==> src/rtl/lcd_mode_timing_sequencer_macros.svh <==
// Assertion macros used by the LCD mode timing sequencer top level.
`ifndef LCD_MODE_TIMING_SEQUENCER_MACROS_SVH
`define LCD_MODE_TIMING_SEQUENCER_MACROS_SVH

// Same-cycle implication, checked out of reset.
`define LMTS_ASSERT_IMP(label, ante, cons) \
	label: assert property (@(posedge clk) disable iff (!arst_n) (ante) |-> (cons)) \
		else $error("lmts: implication check failed");

// Next-cycle implication, checked out of reset.
`define LMTS_ASSERT_NEXT(label, ante, cons) \
	label: assert property (@(posedge clk) disable iff (!arst_n) (ante) |=> (cons)) \
		else $error("lmts: next-cycle check failed");

`endif

==> src/rtl/lmts_pkg.sv <==
// Package: types, codes and constants of the LCD mode timing sequencer.
`timescale 1ns / 1ps
package lmts_pkg;

	localparam int TICKS_W = 8;
	localparam int LINE_W  = 8;
	localparam int LEN_W   = 10;
	localparam int CFG_IDX_W = 3;

	// STAT mode codes
	localparam logic [1:0] MODE_HBLANK = 2'd0;
	localparam logic [1:0] MODE_VBLANK = 2'd1;
	localparam logic [1:0] MODE_OAM    = 2'd2;
	localparam logic [1:0] MODE_VRAM   = 2'd3;

	// register indexes
	localparam logic [CFG_IDX_W-1:0] CFG_OAM    = 3'd0;
	localparam logic [CFG_IDX_W-1:0] CFG_VRAM   = 3'd1;
	localparam logic [CFG_IDX_W-1:0] CFG_HBLANK = 3'd2;
	localparam logic [CFG_IDX_W-1:0] CFG_LINE   = 3'd3;

	localparam logic [LEN_W-1:0] OAM_RST    = 10'd80;
	localparam logic [LEN_W-1:0] VRAM_RST   = 10'd172;
	localparam logic [LEN_W-1:0] HBLANK_RST = 10'd204;
	localparam logic [LEN_W-1:0] LINE_RST   = 10'd456;

	localparam logic [LINE_W-1:0] VISIBLE_LINES = 8'd144;
	localparam logic [LINE_W-1:0] LAST_LINE     = 8'd153;

	// STAT enable bit positions
	localparam int EN_HBLANK = 0;
	localparam int EN_VBLANK = 1;
	localparam int EN_OAM    = 2;
	localparam int EN_MATCH  = 3;

	typedef struct packed {
		logic [LEN_W-1:0] oam_len;
		logic [LEN_W-1:0] vram_len;
		logic [LEN_W-1:0] hblank_len;
		logic [LEN_W-1:0] line_len;
	} cfg_t;

	typedef struct packed {
		logic [TICKS_W-1:0] ticks;
		logic               lcd_on;
		logic [LINE_W-1:0]  compare_line;
		logic [3:0]         stat_enables;
	} item_t;

	typedef struct packed {
		logic [LINE_W-1:0] line;
		logic [1:0]        mode;
		logic              line_match;
		logic              stat_irq;
		logic              vblank_irq;
		logic              frame_ready;
	} result_t;

endpackage

==> src/rtl/lmts_cfg_regs.sv <==
// Phase length registers written through the configuration port.
`timescale 1ns / 1ps
module lmts_cfg_regs
	import lmts_pkg::*;
(
	input  logic                 clk,
	input  logic                 arst_n,
	input  logic                 wr_en,
	input  logic [CFG_IDX_W-1:0] wr_index,
	input  logic [LEN_W-1:0]     wr_data,
	output cfg_t                 cfg
);

	cfg_t cfg_q;

	always_ff @(posedge clk or negedge arst_n) begin
		if (!arst_n) begin
			cfg_q.oam_len    <= OAM_RST;
			cfg_q.vram_len   <= VRAM_RST;
			cfg_q.hblank_len <= HBLANK_RST;
			cfg_q.line_len   <= LINE_RST;
		end else if (wr_en) begin
			case (wr_index)
				CFG_OAM:    cfg_q.oam_len    <= wr_data;
				CFG_VRAM:   cfg_q.vram_len   <= wr_data;
				CFG_HBLANK: cfg_q.hblank_len <= wr_data;
				CFG_LINE:   cfg_q.line_len   <= wr_data;
				default:    ; // unknown index: dropped
			endcase
		end
	end

	assign cfg = cfg_q;

endmodule

==> src/rtl/lmts_phase_core.sv <==
// Phase timer, mode/line sequencing and STAT status update.
`timescale 1ns / 1ps
module lmts_phase_core
	import lmts_pkg::*;
(
	input  logic    clk,
	input  logic    arst_n,
	input  cfg_t    cfg,
	input  item_t   item,
	input  logic    commit,
	output result_t res
);

	logic [LEN_W-1:0]  timer_q;
	logic [1:0]        pmode_q;
	logic [LINE_W-1:0] scan_q;
	logic [LINE_W-1:0] shown_line_q;
	logic [1:0]        shown_mode_q;
	logic              match_q;
	logic              blanked_q;

	logic [LEN_W:0]    sum;
	logic [LEN_W-1:0]  limit;
	logic              change;
	logic [LINE_W:0]   line_inc;
	logic [LEN_W-1:0]  nxt_timer;
	logic [1:0]        nxt_mode;
	logic [LINE_W-1:0] nxt_scan;
	logic [LINE_W-1:0] nxt_shown_line;
	logic [1:0]        nxt_shown_mode;
	logic              nxt_match;
	logic              nxt_blanked;
	logic              eq;
	logic              stat;
	logic              vbl;
	logic              frame;

	always_comb begin
		sum      = {1'b0, timer_q} + {{(LEN_W+1-TICKS_W){1'b0}}, item.ticks};
		line_inc = {1'b0, scan_q} + {{LINE_W{1'b0}}, 1'b1};
		case (pmode_q)
			MODE_OAM:    limit = cfg.oam_len;
			MODE_VRAM:   limit = cfg.vram_len;
			MODE_HBLANK: limit = cfg.hblank_len;
			default:     limit = cfg.line_len;
		endcase
		change = (sum >= {1'b0, limit});

		nxt_timer      = sum[LEN_W-1:0];
		nxt_mode       = pmode_q;
		nxt_scan       = scan_q;
		nxt_shown_line = shown_line_q;
		nxt_shown_mode = shown_mode_q;
		nxt_match      = match_q;
		nxt_blanked    = blanked_q;
		eq             = 1'b0;
		stat           = 1'b0;
		vbl            = 1'b0;
		frame          = 1'b0;

		if (change) begin
			nxt_timer = '0;   // excess dropped
			case (pmode_q)
				MODE_OAM:    nxt_mode = MODE_VRAM;
				MODE_VRAM:   nxt_mode = MODE_HBLANK;
				MODE_HBLANK: begin
					if (line_inc >= {1'b0, VISIBLE_LINES}) begin
						nxt_mode = MODE_VBLANK;
						vbl      = 1'b1;
						frame    = 1'b1;
					end else begin
						nxt_mode = MODE_OAM;
					end
					nxt_scan = line_inc[LINE_W-1:0];
				end
				default: begin
					if (scan_q >= LAST_LINE) begin
						nxt_mode = MODE_OAM;
						nxt_scan = '0;
					end else begin
						nxt_scan = line_inc[LINE_W-1:0];
					end
				end
			endcase

			if (!item.lcd_on) begin
				// park in vblank on the last line, LY reads 0
				if (!blanked_q)
					frame = 1'b1;
				nxt_blanked    = 1'b1;
				nxt_timer      = cfg.line_len;
				nxt_mode       = MODE_VBLANK;
				nxt_scan       = LAST_LINE;
				nxt_shown_line = '0;
				nxt_shown_mode = MODE_VBLANK;
			end else begin
				nxt_blanked    = 1'b0;
				nxt_shown_line = nxt_scan;
				nxt_shown_mode = nxt_mode;
				eq             = (nxt_scan == item.compare_line);
				nxt_match      = eq;
				stat = (nxt_mode == MODE_HBLANK && item.stat_enables[EN_HBLANK])
					|| (nxt_mode == MODE_VBLANK && item.stat_enables[EN_VBLANK])
					|| (nxt_mode == MODE_OAM && item.stat_enables[EN_OAM])
					|| (eq && item.stat_enables[EN_MATCH])
					|| (nxt_scan == VISIBLE_LINES && nxt_mode == MODE_VBLANK
						&& item.stat_enables[EN_OAM]);
			end
		end

		res.line        = nxt_shown_line;
		res.mode        = nxt_shown_mode;
		res.line_match  = nxt_match;
		res.stat_irq    = stat;
		res.vblank_irq  = vbl;
		res.frame_ready = frame;
	end

	always_ff @(posedge clk or negedge arst_n) begin
		if (!arst_n) begin
			timer_q      <= '0;
			pmode_q      <= MODE_OAM;
			scan_q       <= '0;
			shown_line_q <= '0;
			shown_mode_q <= MODE_HBLANK;
			match_q      <= 1'b0;
			blanked_q    <= 1'b0;
		end else if (commit) begin
			timer_q      <= nxt_timer;
			pmode_q      <= nxt_mode;
			scan_q       <= nxt_scan;
			shown_line_q <= nxt_shown_line;
			shown_mode_q <= nxt_shown_mode;
			match_q      <= nxt_match;
			blanked_q    <= nxt_blanked;
		end
	end

endmodule

==> src/rtl/lmts_out_stage.sv <==
// Result register with valid/ready toward the receiver.
`timescale 1ns / 1ps
module lmts_out_stage
	import lmts_pkg::*;
(
	input  logic    clk,
	input  logic    arst_n,
	input  logic    load,
	input  result_t res_in,
	output logic    can_load,
	output logic    out_valid,
	input  logic    out_ready,
	output result_t res_out
);

	logic    valid_q;
	result_t res_q;

	assign can_load = !valid_q || out_ready;

	always_ff @(posedge clk or negedge arst_n) begin
		if (!arst_n)
			valid_q <= 1'b0;
		else if (can_load)
			valid_q <= load;
	end

	always_ff @(posedge clk) begin
		if (load)
			res_q <= res_in;
	end

	assign out_valid = valid_q;
	assign res_out   = res_q;

endmodule

==> src/rtl/lcd_mode_timing_sequencer.sv <==
// Top level of the LCD mode timing sequencer.
`timescale 1ns / 1ps
// Usage:
//   Input channel (in_valid/in_ready): one word per batch of dot cycles, with
//   the LCD enable, the LY compare value and the four STAT interrupt enables.
//   Output channel (out_valid/out_ready): one result word per input word:
//   shown LY and mode, coincidence flag and the STAT, VBLANK and frame pulses.
//   Config channel (cfg_valid/cfg_ready): writes the four phase lengths by
//   index; always ready, unknown indexes are dropped. Write only while idle.
//   Path: a word is accepted into the input register, processed by the phase
//   core and loaded into the result register when that register can take it.
//   Throughput: one word per cycle unless a stall holds the output; the path
//   is a single add/compare on the phase timer plus mode and line selection.
//   Reset: timer 0, mode OAM, line 0, shown status cleared, phase lengths
//   80/172/204/456. No clearing pass; words are taken right after reset.
//   Stall: when out_ready is low the result holds, the input register holds
//   its word and in_ready drops once both are full.
module lcd_mode_timing_sequencer
	import lmts_pkg::*;
(
	input  logic                 clk,
	input  logic                 arst_n,
	input  logic                 in_valid,
	output logic                 in_ready,
	input  logic [TICKS_W-1:0]   ticks,
	input  logic                 lcd_on,
	input  logic [LINE_W-1:0]    compare_line,
	input  logic [3:0]           stat_enables,
	output logic                 out_valid,
	input  logic                 out_ready,
	output logic [LINE_W-1:0]    line,
	output logic [1:0]           mode,
	output logic                 line_match,
	output logic                 stat_irq,
	output logic                 vblank_irq,
	output logic                 frame_ready,
	input  logic                 cfg_valid,
	output logic                 cfg_ready,
	input  logic [CFG_IDX_W-1:0] cfg_index,
	input  logic [LEN_W-1:0]     cfg_data
);

`include "lcd_mode_timing_sequencer_macros.svh"

	cfg_t    cfg;
	item_t   item_s1;
	logic    valid_s1;
	logic    can_load;
	logic    advance;
	result_t res_core;
	result_t res_out;

	assign cfg_ready = 1'b1;
	assign advance   = valid_s1 && can_load;
	assign in_ready  = !valid_s1 || can_load;

	always_ff @(posedge clk or negedge arst_n) begin
		if (!arst_n)
			valid_s1 <= 1'b0;
		else if (in_ready)
			valid_s1 <= in_valid;
	end

	always_ff @(posedge clk) begin
		if (in_valid && in_ready) begin
			item_s1.ticks        <= ticks;
			item_s1.lcd_on       <= lcd_on;
			item_s1.compare_line <= compare_line;
			item_s1.stat_enables <= stat_enables;
		end
	end

	lmts_cfg_regs u_cfg (
		.clk      (clk),
		.arst_n   (arst_n),
		.wr_en    (cfg_valid && cfg_ready),
		.wr_index (cfg_index),
		.wr_data  (cfg_data),
		.cfg      (cfg)
	);

	lmts_phase_core u_core (
		.clk    (clk),
		.arst_n (arst_n),
		.cfg    (cfg),
		.item   (item_s1),
		.commit (advance),
		.res    (res_core)
	);

	lmts_out_stage u_out (
		.clk       (clk),
		.arst_n    (arst_n),
		.load      (advance),
		.res_in    (res_core),
		.can_load  (can_load),
		.out_valid (out_valid),
		.out_ready (out_ready),
		.res_out   (res_out)
	);

	assign line        = res_out.line;
	assign mode        = res_out.mode;
	assign line_match  = res_out.line_match;
	assign stat_irq    = res_out.stat_irq;
	assign vblank_irq  = res_out.vblank_irq;
	assign frame_ready = res_out.frame_ready;

	// vblank entry always reports vblank mode and a finished frame
	`LMTS_ASSERT_IMP(a_vbl_mode, out_valid && vblank_irq, mode == MODE_VBLANK && frame_ready)
	// a frame pulse without vblank entry only comes from blanking the screen
	`LMTS_ASSERT_IMP(a_blank_frame, out_valid && frame_ready && !vblank_irq,
		line == '0 && mode == MODE_VBLANK && !stat_irq)
	// a word waiting in the input register moves on once the result register frees
	`LMTS_ASSERT_NEXT(a_drain, valid_s1 && !out_valid, out_valid)

endmodule
==> config.mk <==
export PLATFORM = sky130hd
export DESIGN_NAME = lcd_mode_timing_sequencer
export DESIGN_NICKNAME = d
export VERILOG_FILES = /design/src/rtl/lmts_pkg.sv /design/src/rtl/lmts_cfg_regs.sv /design/src/rtl/lmts_phase_core.sv /design/src/rtl/lmts_out_stage.sv /design/src/rtl/lcd_mode_timing_sequencer.sv
export VERILOG_INCLUDE_DIRS = /design/src /design/src/rtl
export SDC_FILE = /design/constraint.sdc
export NUM_CORES = 1
export LEC_CHECK = 0
export BUFFER_PORTS_ARGS = -buffer_cell sky130_fd_sc_hd__buf_2
export CORE_MARGIN = 5
export CORE_UTILIZATION = 45
export CTS_CLUSTER_DIAMETER = 60
export DETAILED_ROUTE_END_ITERATION = 7
export GPL_TIMING_DRIVEN = 0
export PLACE_DENSITY = 0.72
export SLEW_MARGIN = 20
export SYNTH_ARGS = -nofsm -noshare
export SYNTH_HDL_FRONTEND = slang
export SYNTH_SLANG_ARGS = --single-unit
==> constraint.sdc <==
create_clock -name clk -period 5 [get_ports clk]
set_input_delay 0.75 -clock clk [delete_from_list [all_inputs] [get_ports clk]]
set_output_delay 0.75 -clock clk [all_outputs]
set_load 0.05 [all_outputs]
# [Word level (Yosys, flattened, before mapping)]
# Index checks and enable logic that the tools add are counted.
[totals] ff_bits=109 in_bits=39 out_inout_bits=17 elab_cells=85
[classes] n_addsub=2 magnitude_cmp=3 eq_ne=9 mux=22 reduce_logical=26
[ops] op="$mux 8" n=5
[ops] op="$pmux 10 s3" n=1
[ops] op="$mux 10" n=2
[ops] op="$pmux 8 s2" n=1
[ops] op="$reduce_and 2->1" n=6
[ops] op="$add 10x8->11" n=1
[ops] op="$ge 11x10->1" n=1
[ops] op="$mux 2" n=5
[ops] op="$add 8x1->9 const B" n=1
[ops] op="$ge 9x8->1 const B" n=1
[ops] op="$eq 8x8->1" n=1
[ops] op="$eq 8x8->1 const B" n=1
[ops] op="$ge 8x8->1 const B" n=1
[ops] op="$logic_and 1x1->1" n=8
[ops] op="$mux 1" n=7
[ops] op="$eq 2x2->1 const B" n=3
[ops] op="$eq 3x2->1 const B" n=2
[ops] op="$logic_or 1x1->1" n=6
[ops] op="$pmux 2 s3" n=1
[ops] op="$logic_not 2->1" n=2
[ops] op="$eq 3x1->1 const B" n=1
[ops] op="$logic_not 3->1" n=1
[ops] op="$eq 2x1->1 const B" n=1
[ops] op="$logic_not 1->1" n=2
[ops] op="$reduce_or 2->1" n=1

# [Depth between registers and ports, before layout]
[depth] word_depth=11 depth_mapped=17 ltp_nobuf=15

# [By module]
# Synthesis repeated with hierarchy kept, for this count alone.
[unflattened] hier_cells=513 area_unflattened_um2=6123.4
[modules_own_cells] mod="lmts_phase_core" n_inst=1 cells_each=380 area_per_inst_um2=3325.7 seq_area_each_um2=802.0
[modules_own_cells] mod="lmts_cfg_regs" n_inst=1 cells_each=88 area_per_inst_um2=1627.8 seq_area_each_um2=1018.5
[modules_own_cells] mod="lcd_mode_timing_sequencer" n_inst=1 cells_each=28 area_per_inst_um2=701.9 seq_area_each_um2=655.6
[modules_own_cells] mod="lmts_out_stage" n_inst=1 cells_each=17 area_per_inst_um2=467.9 seq_area_each_um2=445.4

# [Least setup slack after synthesis]
# Ideal clock, no wire load.
[synth_path] path_kind="register to register" from="register u_core.pmode_q[1]" to="register u_core.shown_line_q[0]" setup_time_ns=0.125 arrival_ns=3.442 t_required_ns=4.875 slack_ns=1.434 path_stages_with_launch=13 n_path_buf=5 period_less_slack_ns=3.566 path_cell_list="dfstp_2 buf_2 buf_2 buf_2 mux4_2 inv_1 ha_1 a2111oi_0 a21oi_1 o21ai_2 buf_6 buf_2 mux2_2"
[synth_between] elab_chain_len=6 word_cells_on_any_way=10 cone_classes="order compare (1); eq/ne (2); mux (5); reduce/logical (2)"
[synth_lines] item="start: declaration" line="lmts_phase_core.sv:15" rtl="logic [1:0] pmode_q;"
[synth_lines] item="start signal: assignment" line="lmts_phase_core.sv:130" rtl="pmode_q <= nxt_mode;"
[synth_lines] item="branches (longest 5 deep; another with $ge 11x10->1)"
[synth_lines] item="$mux 8 *" line="lmts_phase_core.sv:61" rtl="if (change) begin"
[synth_lines] item="end signal: assignment" line="lmts_phase_core.sv:132" rtl="shown_line_q <= nxt_shown_line;"
[synth_lines] item="end: declaration" line="lmts_phase_core.sv:17" rtl="logic [LINE_W-1:0] shown_line_q;"
# Every way passes the cells marked *. The select of a mux whose other input is x is not followed.
# A chain may end at the register's enable or synchronous reset.

==> impl_metrics.yaml <==
status:
  status: "completed"
grt:
  antenna_found_initial: 0
  track_usage_pct: 18.6
  grt_pass1_vias: 4575
  grt.overflow.total: 0
  grt_max_degree: 58
  grt_pass1_wl_um: 23300
setup_path:
  cp_max_fo: 10
  end_kind: "flip-flop"
  required_ns: 5.10
  path_cells: "buf_2 > buf_2 > buf_2 > mux4_2 > inv_1 > ha_1 > a2111oi_0 > a21oi_1 > nor2_1 > buf_2 > mux2_2"
  startpoint_type: "flip-flop"
  slowest_delay_ns: 0.58
  crit_family: "buffers and inverters"
  r2r_cells: 11
  cp_num_cells: 11
  path_buf_inv: 5
  crit_type: "reg2reg"
  cpMaxStageDelayCell: "dfstp_2"
  arrival_ns: 4.48
  crit_top_cell: "buf_2"
timing:
  max_freq_mhz: 229
  hold_violations: 0
  fin_tns_setup_ns: 0
  skew_ns: 0.0155
  maxSlewHeadroom_pct: 31.9
  rsz0062_at_grt: "no"
  worst_slack_ns: 0.624
  setup_viol: 0
  drv_slew: 0
  worstMarginPinSlew_ns: 1.02
  finalCritPeriodShare_pct: 87.5
  period_needed_ns: 4.38
cells_and_area:
  ff_latch_area_mm2: 0.00292
  fill_cells: 1175
  fin_nets: 643
  fin_util_pct: 51.8
  multi_input_area_mm2: 0.00282
  drive_above_1_share_pct: 30.5
  num_antenna_cells: 0
  area_growth_pct: 13.9
  fin_cells: 763
synthesis:
  yosysWarningCount: 0
  synth-seq-cells: 109
  syn_area_per_cell_um2: 11.6
  synth_edf_count: 35
  syn-cell-area_mm2: 0.00597
  yosys.area.top_type_share_pct: 24.7
  yosysTopAreaCell: "dfrtp_1"
  ys_types: 71
  synth.top_cells.by_area: "dfrtp_1, edfxtp_1, mux2_2"
  yosysMostFrequentCell: "dfrtp_1"
  synth_ff_type: "dfrtp_1"
  postSynthCellCount: 516
  synthArstFlopShare_pct: 67.9
  syn-num-nets: 577
  synth_commonest_cells: "dfrtp_1, mux2_2, nand2_1"
  seq_area_frac_synth_pct: 48.9
floorplan:
  die_y_um: 125
  rows: 42
  coreArea_mm2: 0.0131
  die_area_mm2: 0.0157
  initial_core_util_pct: 45.5
  boundaryPins: 56
  die_width_um: 125
routing:
  first_iter_violations: 261
  route.detailed.drc: 0
  drtPass1Iterations: 4
  antenna_left: 0
  num_vias: 4366
  routed_wirelength_um: 14100
  routedWlPerCell_um: 18.5
  via_per_inst: 5.72
placement:
  pre_cts_ws_ns: 0.606
  dpl.hpwl_um: 10400
  dp_cells: 747
  place.gp.congestion: 0.938
  io_buffers: 54
hold_path:
  worstHoldPathType: "in2async"
power_and_ir_drop:
  powerDensity_mw_per_mm2: 616
  p_leak_nw: 2.92
  vdd_drop_max_v: 0.000331
  finalPower_w: 0.00419
cts:
  h-tree-depth: 3
  cts_tree: "built"
  cts_buffers: 9
  cts.path.max_buffers: 2
  cts_sinks: 109
  cts_root_buf: "clkbuf_16"
  hold_buffers: 0
  clk_latency_ns: 0.36
  post_cts.repair.setup_buffers: 0
  clk_pin_slew_ns: 0.08
  cts-resized-gates: 0
job:
  max_cap_violations: 0
[logic make-up (layout without fill, tap and decap cells)]
group / after synthesis / count (layout) / share of synthesized area [%]
compound gates: 117 / 117 / 14.1
xor+xnor: 14 / 14 / 2.18
fa+ha+maj: 22 / 22 / 4.73
buf+inv: 49 / 120 / 3.83
flops: 109 / 109 / 48.9
mux: 62 / 62 / 13.8
other cells: 1 / 1 / 0.0628
simple gates: 142 / 142 / 12.4
[metal layers]
| metal | vias to the layer above | share of wire [%] | wire length, um | GRT usage (%) |
|---|---|---|---|---|
| met5 | - | 0 | 0 | 0 |
| met4 | 0 | 3.5 | 497 | 7.59 |
| met3 | 36 | 4.4 | 618 | 3.58 |
| met2 | 112 | 50 | 7100 | 32.5 |
| met1 | 2174 | 42 | 5880 | 22.7 |
| li1 | 2044 | - | - | - |
[final cells by class]
class	count	area share (%)
multi-input combinational	358	41.5
clock buffer	11	3.73
timing repair buffer	55	4.41
sequential	109	42.9
clock inverter	5	0.827
inverter	23	1.27
buffer	26	2.10
tap	176	3.24
[metrics by stage]
stage / area, um2 / hold slack [ns]
floorplan: 5970 / 0.444
global placement: 6460 / 0.455
detailed placement: 6490 / 0.461
CTS: 6810 / 0.272
global route: 6810 / 0.283
finish: 6810 / 0.271
[state kept, by name, indices dropped and copies added (netlist names)]
register	flops
item_s1	21
u_cfg.cfg	40
u_core.blanked_q	1
u_core.match_q	1
u_core.pmode_q	2
u_core.scan_q	8
u_core.shown_line_q	8
u_core.shown_mode_q	2
u_core.timer_q	10
u_out.out_valid	1
u_out.res_out	14
valid_s1	1
[cells in the final DEF, fill, tap and decap left out, types with 7 or more instances in the layout]
cell type,synthesis,final
buf_2,12,65
dfrtp_1,59,59
mux2_2,49,49
nand2_1,42,42
edfxtp_1,35,35
nor2_1,29,29
o21ai_0,24,24
inv_1,22,22
ha_1,21,21
a21oi_1,18,18
dfstp_2,15,15
a21o_1,14,14
nand3_1,11,11
mux4_2,10,10
clkbuf_16,0,10
xor2_1,9,9
o21a_1,8,8
clkbuf_1,7,8
a22o_1,8,8
nor4_1,7,7
[worst paths after layout]
kind | from | to | slack [ns]
worst max-delay path | u_core.pmode_q[1] | u_out.res_out[8] | 0.62
worst min-delay path | arst_n | valid_s1 | 0.27
worst max register to register | u_core.pmode_q[1] | u_out.res_out[8] | 0.62
worst min register to register | u_core.shown_line_q[5] | u_core.shown_line_q[5] | 0.48
max in group asynchronous | arst_n | u_cfg.cfg[34] | 4.11
min in group clk | u_core.shown_line_q[5] | u_core.shown_line_q[5] | 0.48
[power by group]
part	internal, W	leakage (nW)	total, W	switching [W]
clock network	0.000384	0.154	0.000730	0.000346
logic	0.000845	1.55	0.00214	0.00129
registers	0.00119	1.22	0.00132	0.000137
total	0.00242	2.92	0.00419	0.00177
Power figures use the tool's default switching activity.
